--- src/rtl/core/rpwc_pkg.sv ---
`default_nettype none

package rpwc_pkg;

    localparam int TIME_WIDTH_DEFAULT = 16;
    localparam int LIMIT_W = 16;
    localparam int COUNT_W = 16;
    localparam int CFG_IDX_W = 1;
    localparam int CFG_DATA_W = 16;

    localparam logic [LIMIT_W-1:0] SMS_MAX_RESET = 16'd150;
    localparam logic [LIMIT_W-1:0] CALL_MAX_RESET = 16'd999;

    localparam logic [CFG_IDX_W-1:0] REG_SMS_MAX = 1'b0;
    localparam logic [CFG_IDX_W-1:0] REG_CALL_MAX = 1'b1;

    localparam logic ACT_TICK = 1'b0;
    localparam logic ACT_READ = 1'b1;

    localparam logic [1:0] ST_NONE = 2'd0;
    localparam logic [1:0] ST_MSG = 2'd1;
    localparam logic [1:0] ST_CALL = 2'd2;
    localparam logic [1:0] ST_UNKNOWN = 2'd3;

    typedef struct packed {
        logic action;
        logic ri_level;
    } cmd_t;

    typedef struct packed {
        logic [1:0]         ring_status;
        logic [COUNT_W-1:0] sms_count;
        logic [COUNT_W-1:0] call_count;
    } rsp_t;

    typedef struct packed {
        logic [LIMIT_W-1:0] sms_max_ms;
        logic [LIMIT_W-1:0] call_max_ms;
    } limits_t;

endpackage

`default_nettype wire

--- src/rtl/core/rpwc_cfg_regs.sv ---
`default_nettype none

module rpwc_cfg_regs (
    input  wire logic                              clk,
    input  wire logic                              rst_n,
    input  wire logic                              wr_en,
    input  wire logic [rpwc_pkg::CFG_IDX_W-1:0]    wr_index,
    input  wire logic [rpwc_pkg::CFG_DATA_W-1:0]   wr_data,
    output rpwc_pkg::limits_t                      limits
);
    import rpwc_pkg::*;

    logic [LIMIT_W-1:0] sms_max_reg;
    logic [LIMIT_W-1:0] sms_max_next;
    logic [LIMIT_W-1:0] call_max_reg;
    logic [LIMIT_W-1:0] call_max_next;

    always_comb
    begin
        sms_max_next = sms_max_reg;
        call_max_next = call_max_reg;
        if (wr_en)
        begin
            case (wr_index)
                REG_SMS_MAX:  sms_max_next = wr_data[LIMIT_W-1:0];
                REG_CALL_MAX: call_max_next = wr_data[LIMIT_W-1:0];
                default:      sms_max_next = sms_max_reg;
            endcase
        end
    end

    always_ff @(posedge clk or negedge rst_n)
    begin
        if (!rst_n)
        begin
            sms_max_reg <= SMS_MAX_RESET;
            call_max_reg <= CALL_MAX_RESET;
        end
        else
        begin
            sms_max_reg <= sms_max_next;
            call_max_reg <= call_max_next;
        end
    end

    assign limits.sms_max_ms = sms_max_reg;
    assign limits.call_max_ms = call_max_reg;

endmodule

`default_nettype wire

--- src/rtl/core/rpwc_classifier.sv ---
`default_nettype none

module rpwc_classifier #(
    parameter int TIME_WIDTH = rpwc_pkg::TIME_WIDTH_DEFAULT
) (
    input  wire logic          clk,
    input  wire logic          rst_n,
    input  wire logic          en,
    input  wire rpwc_pkg::cmd_t    cmd,
    input  wire rpwc_pkg::limits_t limits,
    output rpwc_pkg::rsp_t     rsp
);
    import rpwc_pkg::*;

    localparam int CMP_W = (TIME_WIDTH > LIMIT_W) ? TIME_WIDTH : LIMIT_W;
    localparam logic [TIME_WIDTH-1:0] TICKS_MAX = {TIME_WIDTH{1'b1}};

    logic                  last_level_reg;
    logic                  last_level_next;
    logic                  low_seen_reg;
    logic                  low_seen_next;
    logic [TIME_WIDTH-1:0] low_ticks_reg;
    logic [TIME_WIDTH-1:0] low_ticks_next;
    logic [1:0]            status_reg;
    logic [1:0]            status_next;
    logic [COUNT_W-1:0]    msg_cnt_reg;
    logic [COUNT_W-1:0]    msg_cnt_next;
    logic [COUNT_W-1:0]    call_cnt_reg;
    logic [COUNT_W-1:0]    call_cnt_next;
    logic [TIME_WIDTH-1:0] ticks_inc;
    logic [CMP_W-1:0]      width_ext;
    logic                  is_msg;
    logic                  is_call;
    logic [1:0]            shown;

    // The pulse width is always at least one, so only the upper limits matter.
    assign ticks_inc = (low_ticks_reg == TICKS_MAX) ? TICKS_MAX : low_ticks_reg + 1'b1;
    assign width_ext = CMP_W'(ticks_inc);
    assign is_msg = width_ext <= CMP_W'(limits.sms_max_ms);
    assign is_call = width_ext <= CMP_W'(limits.call_max_ms);

    always_comb
    begin
        last_level_next = last_level_reg;
        low_seen_next = low_seen_reg;
        low_ticks_next = low_ticks_reg;
        status_next = status_reg;
        msg_cnt_next = msg_cnt_reg;
        call_cnt_next = call_cnt_reg;
        shown = status_reg;
        if (cmd.action == ACT_READ)
        begin
            status_next = ST_NONE;
        end
        else
        begin
            if (!cmd.ri_level)
            begin
                if (last_level_reg)
                begin
                    low_ticks_next = '0;
                    low_seen_next = 1'b1;
                end
                else
                begin
                    low_ticks_next = ticks_inc;
                end
            end
            else if (!last_level_reg)
            begin
                if (low_seen_reg)
                begin
                    if (is_msg)
                    begin
                        msg_cnt_next = msg_cnt_reg + 1'b1;
                        status_next = ST_MSG;
                    end
                    else if (is_call)
                    begin
                        call_cnt_next = call_cnt_reg + 1'b1;
                        status_next = ST_CALL;
                    end
                    else
                    begin
                        status_next = ST_UNKNOWN;
                    end
                end
                else
                begin
                    status_next = ST_UNKNOWN;
                end
                low_seen_next = 1'b0;
            end
            last_level_next = cmd.ri_level;
            shown = status_next;
        end
    end

    always_ff @(posedge clk or negedge rst_n)
    begin
        if (!rst_n)
        begin
            last_level_reg <= 1'b1;
            low_seen_reg <= 1'b0;
            low_ticks_reg <= '0;
            status_reg <= ST_NONE;
            msg_cnt_reg <= '0;
            call_cnt_reg <= '0;
        end
        else if (en)
        begin
            last_level_reg <= last_level_next;
            low_seen_reg <= low_seen_next;
            low_ticks_reg <= low_ticks_next;
            status_reg <= status_next;
            msg_cnt_reg <= msg_cnt_next;
            call_cnt_reg <= call_cnt_next;
        end
    end

    assign rsp.ring_status = shown;
    assign rsp.sms_count = msg_cnt_next;
    assign rsp.call_count = call_cnt_next;

    a_read_clears: assert property (@(posedge clk) disable iff (!rst_n)
        en && cmd.action == ACT_READ |=> status_reg == ST_NONE)
        else $error("status not cleared after a read");

    a_idle_holds: assert property (@(posedge clk) disable iff (!rst_n)
        !en |=> $stable(msg_cnt_reg) && $stable(call_cnt_reg) && $stable(status_reg))
        else $error("state changed without an item");

    a_low_seen_low: assert property (@(posedge clk) disable iff (!rst_n)
        low_seen_reg |-> !last_level_reg)
        else $error("pulse open while line is high");

endmodule

`default_nettype wire

--- src/rtl/core/ring_pulse_width_classifier.sv ---
// Ring-indicator pulse width classifier.
// The cmd channel carries one item per millisecond tick (action tick, with the
// sampled pin level) or a read-and-clear of the sticky ring status. Every cmd
// item yields exactly one rsp item with the ring status and both pulse counters.
// An item is taken at a rising edge with valid high and stall low.
// An item lands in the input register and is then classified into the result
// register. Throughput is one item per cycle unless the receiver stalls; the
// classifier state is a single register set updated once per item.
// When the receiver stalls, the result register holds its item and the input
// register keeps the next one, so cmd_stall rises only once both are full.
// The wr_* port writes the message and call limits; write only while idle.
// Reset clears the pipeline, sets the line to idle high, clears status and
// counters, and loads the limits with 150 and 999 ticks.
`default_nettype none

module ring_pulse_width_classifier #(
    parameter int TIME_WIDTH = rpwc_pkg::TIME_WIDTH_DEFAULT
) (
    input  wire logic                             clk,
    input  wire logic                             rst_n,
    input  wire logic                             wr_en,
    input  wire logic [rpwc_pkg::CFG_IDX_W-1:0]   wr_index,
    input  wire logic [rpwc_pkg::CFG_DATA_W-1:0]  wr_data,
    input  wire logic                             cmd_valid,
    output logic                                  cmd_stall,
    input  wire rpwc_pkg::cmd_t                   cmd,
    output logic                                  rsp_valid,
    input  wire logic                             rsp_stall,
    output rpwc_pkg::rsp_t                        rsp
);
    import rpwc_pkg::*;

    limits_t limits;
    cmd_t    cmd_reg;
    logic    cmd_valid_reg;
    logic    cmd_valid_next;
    rsp_t    rsp_reg;
    rsp_t    rsp_new;
    logic    rsp_valid_reg;
    logic    rsp_valid_next;
    logic    out_ready;
    logic    advance;
    logic    accept;

    assign out_ready = !rsp_valid_reg || !rsp_stall;
    assign advance = cmd_valid_reg && out_ready;
    assign cmd_stall = cmd_valid_reg && !out_ready;
    assign accept = cmd_valid && !cmd_stall;

    always_comb
    begin
        cmd_valid_next = cmd_valid_reg;
        if (accept)
        begin
            cmd_valid_next = 1'b1;
        end
        else if (advance)
        begin
            cmd_valid_next = 1'b0;
        end
    end

    always_comb
    begin
        rsp_valid_next = rsp_valid_reg;
        if (advance)
        begin
            rsp_valid_next = 1'b1;
        end
        else if (!rsp_stall)
        begin
            rsp_valid_next = 1'b0;
        end
    end

    rpwc_cfg_regs u_cfg (
        .clk      (clk),
        .rst_n    (rst_n),
        .wr_en    (wr_en),
        .wr_index (wr_index),
        .wr_data  (wr_data),
        .limits   (limits)
    );

    rpwc_classifier #(
        .TIME_WIDTH (TIME_WIDTH)
    ) u_classifier (
        .clk    (clk),
        .rst_n  (rst_n),
        .en     (advance),
        .cmd    (cmd_reg),
        .limits (limits),
        .rsp    (rsp_new)
    );

    always_ff @(posedge clk or negedge rst_n)
    begin
        if (!rst_n)
        begin
            cmd_valid_reg <= 1'b0;
            rsp_valid_reg <= 1'b0;
        end
        else
        begin
            cmd_valid_reg <= cmd_valid_next;
            rsp_valid_reg <= rsp_valid_next;
        end
    end

    always_ff @(posedge clk)
    begin
        if (accept)
        begin
            cmd_reg <= cmd;
        end
        if (advance)
        begin
            rsp_reg <= rsp_new;
        end
    end

    assign rsp_valid = rsp_valid_reg;
    assign rsp = rsp_reg;

endmodule

`default_nettype wire
--- config.mk ---
export PLATFORM = sky130hd
export DESIGN_NAME = ring_pulse_width_classifier
export DESIGN_NICKNAME = d
export VERILOG_FILES = /design/src/rtl/core/rpwc_pkg.sv /design/src/rtl/core/rpwc_cfg_regs.sv /design/src/rtl/core/rpwc_classifier.sv /design/src/rtl/core/ring_pulse_width_classifier.sv
export SDC_FILE = /design/constraint.sdc
export NUM_CORES = 1
export LEC_CHECK = 0
export ABC_CLOCK_PERIOD_IN_PS = 3800
export BUFFER_PORTS_ARGS = -buffer_cell sky130_fd_sc_hd__buf_4
export CAP_MARGIN = 10
export CORE_AREA = 2 2 113 115
export CTS_BUF_LIST = sky130_fd_sc_hd__clkbuf_16
export DETAILED_ROUTE_END_ITERATION = 7
export DIE_AREA = 0 0 115 117
export GPL_TIMING_DRIVEN = 0
export PLACE_DENSITY = 0.79
export SYNTH_ARGS = -nofsm -noshare
export SYNTH_HDL_FRONTEND = slang
export SYNTH_SLANG_ARGS = --single-unit
--- constraint.sdc ---
create_clock -name clk -period 3.8 [get_ports clk]
set_input_delay 0.57 -clock clk [delete_from_list [all_inputs] [get_ports clk]]
set_output_delay 0.57 -clock clk [all_outputs]
set_load 0.03 [all_outputs]
# Yosys cells after proc, flatten, opt, wreduce, memory -nomap -nowiden

Cells that the tools add are included.

Register bits after elaboration: 122
Latch bits: 0
RAM bits: 0
ROM bits: 0
Input port bits: 24
Word-level logic and storage cells: 68
Memories kept: 0

$add $sub $neg: 3
$mul: 0
Div/mod/pow operators: 0
Magnitude comparators: 2
Eq/ne operators: 3
Shifts and indexed selects: 0
Multiplexer cells: 27
Bitwise operators: 3
Reductions and logical operators: 15

Operator list:

| kind                                                                     | count |
|---|---|
| 16-bit 2-to-1 mux                                                        | 13 |
| 16-bit by 1-bit adder with 16-bit output (second input constant)         | 3 |
| 16-bit less-or-equal comparator                                          | 2 |
| 16-bit == test (second input constant)                                   | 1 |
| 2-bit 2-to-1 mux                                                         | 6 |
| 1-bit 2-to-1 mux                                                         | 8 |
| 2-bit AND reduction                                                      | 3 |
| 1-bit logical NOT                                                        | 4 |
| 4-bit AND reduction                                                      | 1 |
| 2-bit nonzero test                                                       | 2 |
| 1-bit logical AND                                                        | 3 |
| 1-bit inverter                                                           | 3 |
| 3-bit AND reduction                                                      | 1 |
| 2-bit by 1-bit inequality test with 1-bit output (second input constant) | 1 |
| 2-bit inequality test (second input constant)                            | 1 |
| 1-bit logical OR                                                         | 1 |

# Depth between registers and ports, before layout

Word-level depth: 9
Gate-level depth with buffers: 18
Depth with buffers taken out: 15

# Modules after synthesis

From an unflattened synthesis, not the netlist that was laid out.

Cell total of the unflattened synthesis: 626
Area, all modules: 6,867.8 µm²

Modules (own cells, without submodules):

| module                      | times used | cells each | area an instance (µm²) | seq. area each (µm²) |
|---|---|---|---|---|
| rpwc_classifier             | 1          | 513        | 4,426.7                | 1,302.5 |
| rpwc_cfg_regs               | 1          | 69         | 1,267.5                | 815.8 |
| ring_pulse_width_classifier | 1          | 44         | 1,173.6                | 1,131.1 |

# Worst setup path before layout

OpenSTA, ideal clock, no wires.

Path kind: reg-to-reg
Start: register u_classifier.low_ticks_reg[0]
End: register rsp_reg, in the netlist rsp[23], data pin
Library setup time: 259 ps
Arrival time: 3,943 ps
Required time: 3,541 ps
Setup slack: -402 ps
Stages on the path, launching flop included: 19
Path buffers: 4
Path through: dfrtp_1 ha_1 nand3_1 nor3_4 nand2_1 or3_1 clkbuf_1 clkbuf_1 buf_1 o21ai_0 ha_1 a21oi_1 o21ai_1 a221o_1 o31ai_4 and2_1 buf_2 nand4_1 xnor2_1

RTL lines:

| element                  | RTL line                           | text |
|---|---|---|
| start: declaration       | rpwc_classifier.sv:22              | `logic [TIME_WIDTH-1:0] low_ticks_reg;` |
| start signal: assignment | rpwc_classifier.sv:114             | `low_ticks_reg <= low_ticks_next;` |
| end signal: assignment   | ring_pulse_width_classifier.sv:118 | `rsp_reg <= rsp_new;` |
| end: declaration         | ring_pulse_width_classifier.sv:37  | `rsp_t rsp_reg;` |

==> results.toml <==
[critical_path]
r2r_cells = 16
slowest_delay_ns = 0.47
critPathBufInv = 2
start_kind = "flop"
worst_setup_path_end_kind = "flop"
cpLargestDelayFamily = "simple AND/OR/NAND/NOR gates"
crit_path_max_fanout = 7
required_ns = 3.97
worst-path-stages = 16
crit_type = "reg2reg"
critPathSlowestCell = "or4_4"
arrival_ns = 4.19
crit_chain = "buf_6 > nand4_1 > nor3_4 > nand2_2 > nor2_4 > and3_4 > xnor2_2 > nand2_2 > buf_4 > ha_4 > nand4_1 > or4_4 > or3_4 > a21oi_4 > and2_4 > mux2_4"

[synthesis]
syn_nets = 672
synth-seq-area-share_pct = 50.1
synth.area.top_cells = "dfrtp_1 (28%), edfxtp_1 (17%), ha_1 (6.8%)"
synth_ff_type = "dfrtp_1"
ys_async_sr_fraction_pct = 70.5
synth.largest_area_cell = "dfrtp_1"
ys_warn_count = 0
yosys_register_bits = 122
ys_types = 58
synth_edf_count = 36
synthCells = 613
syn_area_mm2 = 0.00649
syn_avg_cell_area_um2 = 10.6
synth_top_area_share_pct = 28.2

[clock_tree]
cts.hold.buffers_added = 0
clk_pin_slew_worst_paths_ns = 0.05
cts_made_buffers = 17
cts_root_buf = "clkbuf_16"
cts_tree = "built"
clock_path_buffers = 2
worst_skew_pair.late_latency_ns = 0.43
cts_max_level = 4
cts_sinks = 122

[sta]
slew_violations = 0
period_minus_slack_ns = 4.02
relSlewSlack_pct = 28.8
rsz0062_at_grt = "true"
worst_slack_ns = -0.216
max_freq_ghz = 0.249
setup_viol = 40
period_share_pct = 106
hold_slack_ns = 0.316
skew_ns = 0.00810
finalHoldViolations = 0
worst_pin_slew_ns = 1.07

[status]
violations = "negative setup slack"
status = "finished, violations left"

[cells_and_area]
layout_common_cells = "buf_4 (97), dfrtp_1 (70), nand2_1 (56), xnor2_1 (43), inv_1 (40)"
layout_commonest_cell = "buf_4"
fin_cells = 894
syn2layout_area_growth_pct = 29.6
drive_above_1_share_pct = 32.3
antenna_cells = 0
nNetsFinal = 790
fillers = 848
regArea_mm2 = 0.00325
finalInstanceArea_mm2 = 0.00841
multi_input_area_mm2 = 0.00336
largest_register_ffs = 34

[power_and_ir_drop]
power_leakage_nw = 3.84
power_density_mw_per_mm2 = 447
peakVddDrop_v = 0.000267
total_power_mw = 3.76

[global_routing]
grt_pass1_vias = 5216
grt-ovfl-total = 0
antenna_found_initial = 0
grt_max_degree = 87
grt_usage_pct = 24.0
grt_first_pass_wirelength_um = 24800

[floorplan]
rows = 41
dieArea_mm2 = 0.0135
die_y_um = 117
ioPinCount = 60
die_w_um = 115
core_area_mm2 = 0.0123
initial_core_util_pct = 52.7

[route]
wire_per_inst_um = 17.5
viasPerCell = 5.80
drc = 0
vias = 5187
wl_um = 15700
drt-initial-drc-count = 428
firstDrtPassIters = 5
ant_nets = 0

[placed_design]
dp_worst_setup_slack_ns = -0.754
dpl_cell_area_mm2 = 0.00722
post-place-cells = 823
port_buffers = 59
hpwl_um = 9820
gp_congestion = 0.849

[worst_hold_path]
hold_class = "in2reg"
hold_depth = 1

[job]
drv_cap = 0
[power breakdown]
group | total (mW) | switching [mW] | leakage [nW] | internal [mW]
clock | 1.51 | 0.570 | 0.274 | 0.937
sequential | 1.54 | 0.0585 | 1.46 | 1.48
combinational | 0.714 | 0.409 | 2.11 | 0.305
total | 3.76 | 1.04 | 3.84 | 2.72
[cells in the mapped netlist, drive strengths merged (22+ instances only)]
cell type	instances
a21oi	37
dfrtp	73
edfxtp	36
ha	35
inv	37
nand2	71
nand3	35
nor2	28
o21ai	22
xnor2	45
xor2	24
[path summary, 6_finish.rpt]
kind                                                             end                                       from  slack (ns)
setup / recovery                                    rsp[1]$_DFFE_PP_  u_classifier.low_ticks_reg[2]$_DFFE_PN0P_       -0.22
hold / removal                                  cmd_reg[0]$_DFFE_PP_                                     cmd[0]        0.32
setup reg to reg                                    rsp[1]$_DFFE_PP_  u_classifier.low_ticks_reg[2]$_DFFE_PN0P_       -0.22
hold reg to reg                                rsp_valid$_DFFE_PN0P_                  cmd_valid_reg$_DFFE_PN0P_        0.49
max in group asynchronous  u_classifier.low_ticks_reg[0]$_DFFE_PN0P_                                      rst_n        2.72
min in group asynchronous   u_classifier.msg_cnt_reg[15]$_DFFE_PN0P_                                      rst_n        0.33
[cell type report]
class	instances	area share [%]
flip-flops and latches	122	38.7
well taps	150	2.23
repair buffers	100	9.17
inverters	38	1.70
clock buffers	17	5.06
clock inverters	15	1.43
plain buffers	25	1.83
multi-input cells	427	39.9
[routing by layer]
layer	track usage (%)	up-vias	wire, um
li1	-	2389	-
met1	27.3	2550	6140
met2	42.2	194	8170
met3	5.10	54	792
met4	13.5	0	555
met5	0	-	0
[timing repair]
| action | CTS | global route |
|---|---|---|
| setup endpoints to repair | 68 | 60 |
| gates resized for setup | 35 | 30 |
| gates cloned | 1 | 0 |
| pin swaps | 19 | 22 |
| setup buffers | 24 | 19 |
[metrics by stage]
stage | util (%) | setup TNS [ns]
detailed placement | 58.7 | -36.09
global placement | 58.5 | -32.60
finish | 68.3 | -3.69
global route | 68.3 | -11.94
floorplan | - | -0.502
CTS | 66.1 | -0.781
[kinds of logic after synthesis]
family                     count (synthesis)  share of synthesized area [%]
xor gates and xnor gates                  69                           9.32
AOI/OAI and AO/OA                         92                           9.18
DFF                                      122                           50.1
muxes                                     20                           3.53
adders and majority gates                 35                           6.75
buffers and inverters                     65                           4.11
and+or+nand+nor                          210                           17.0
Note: power is estimated with default switching activity, not from simulation.
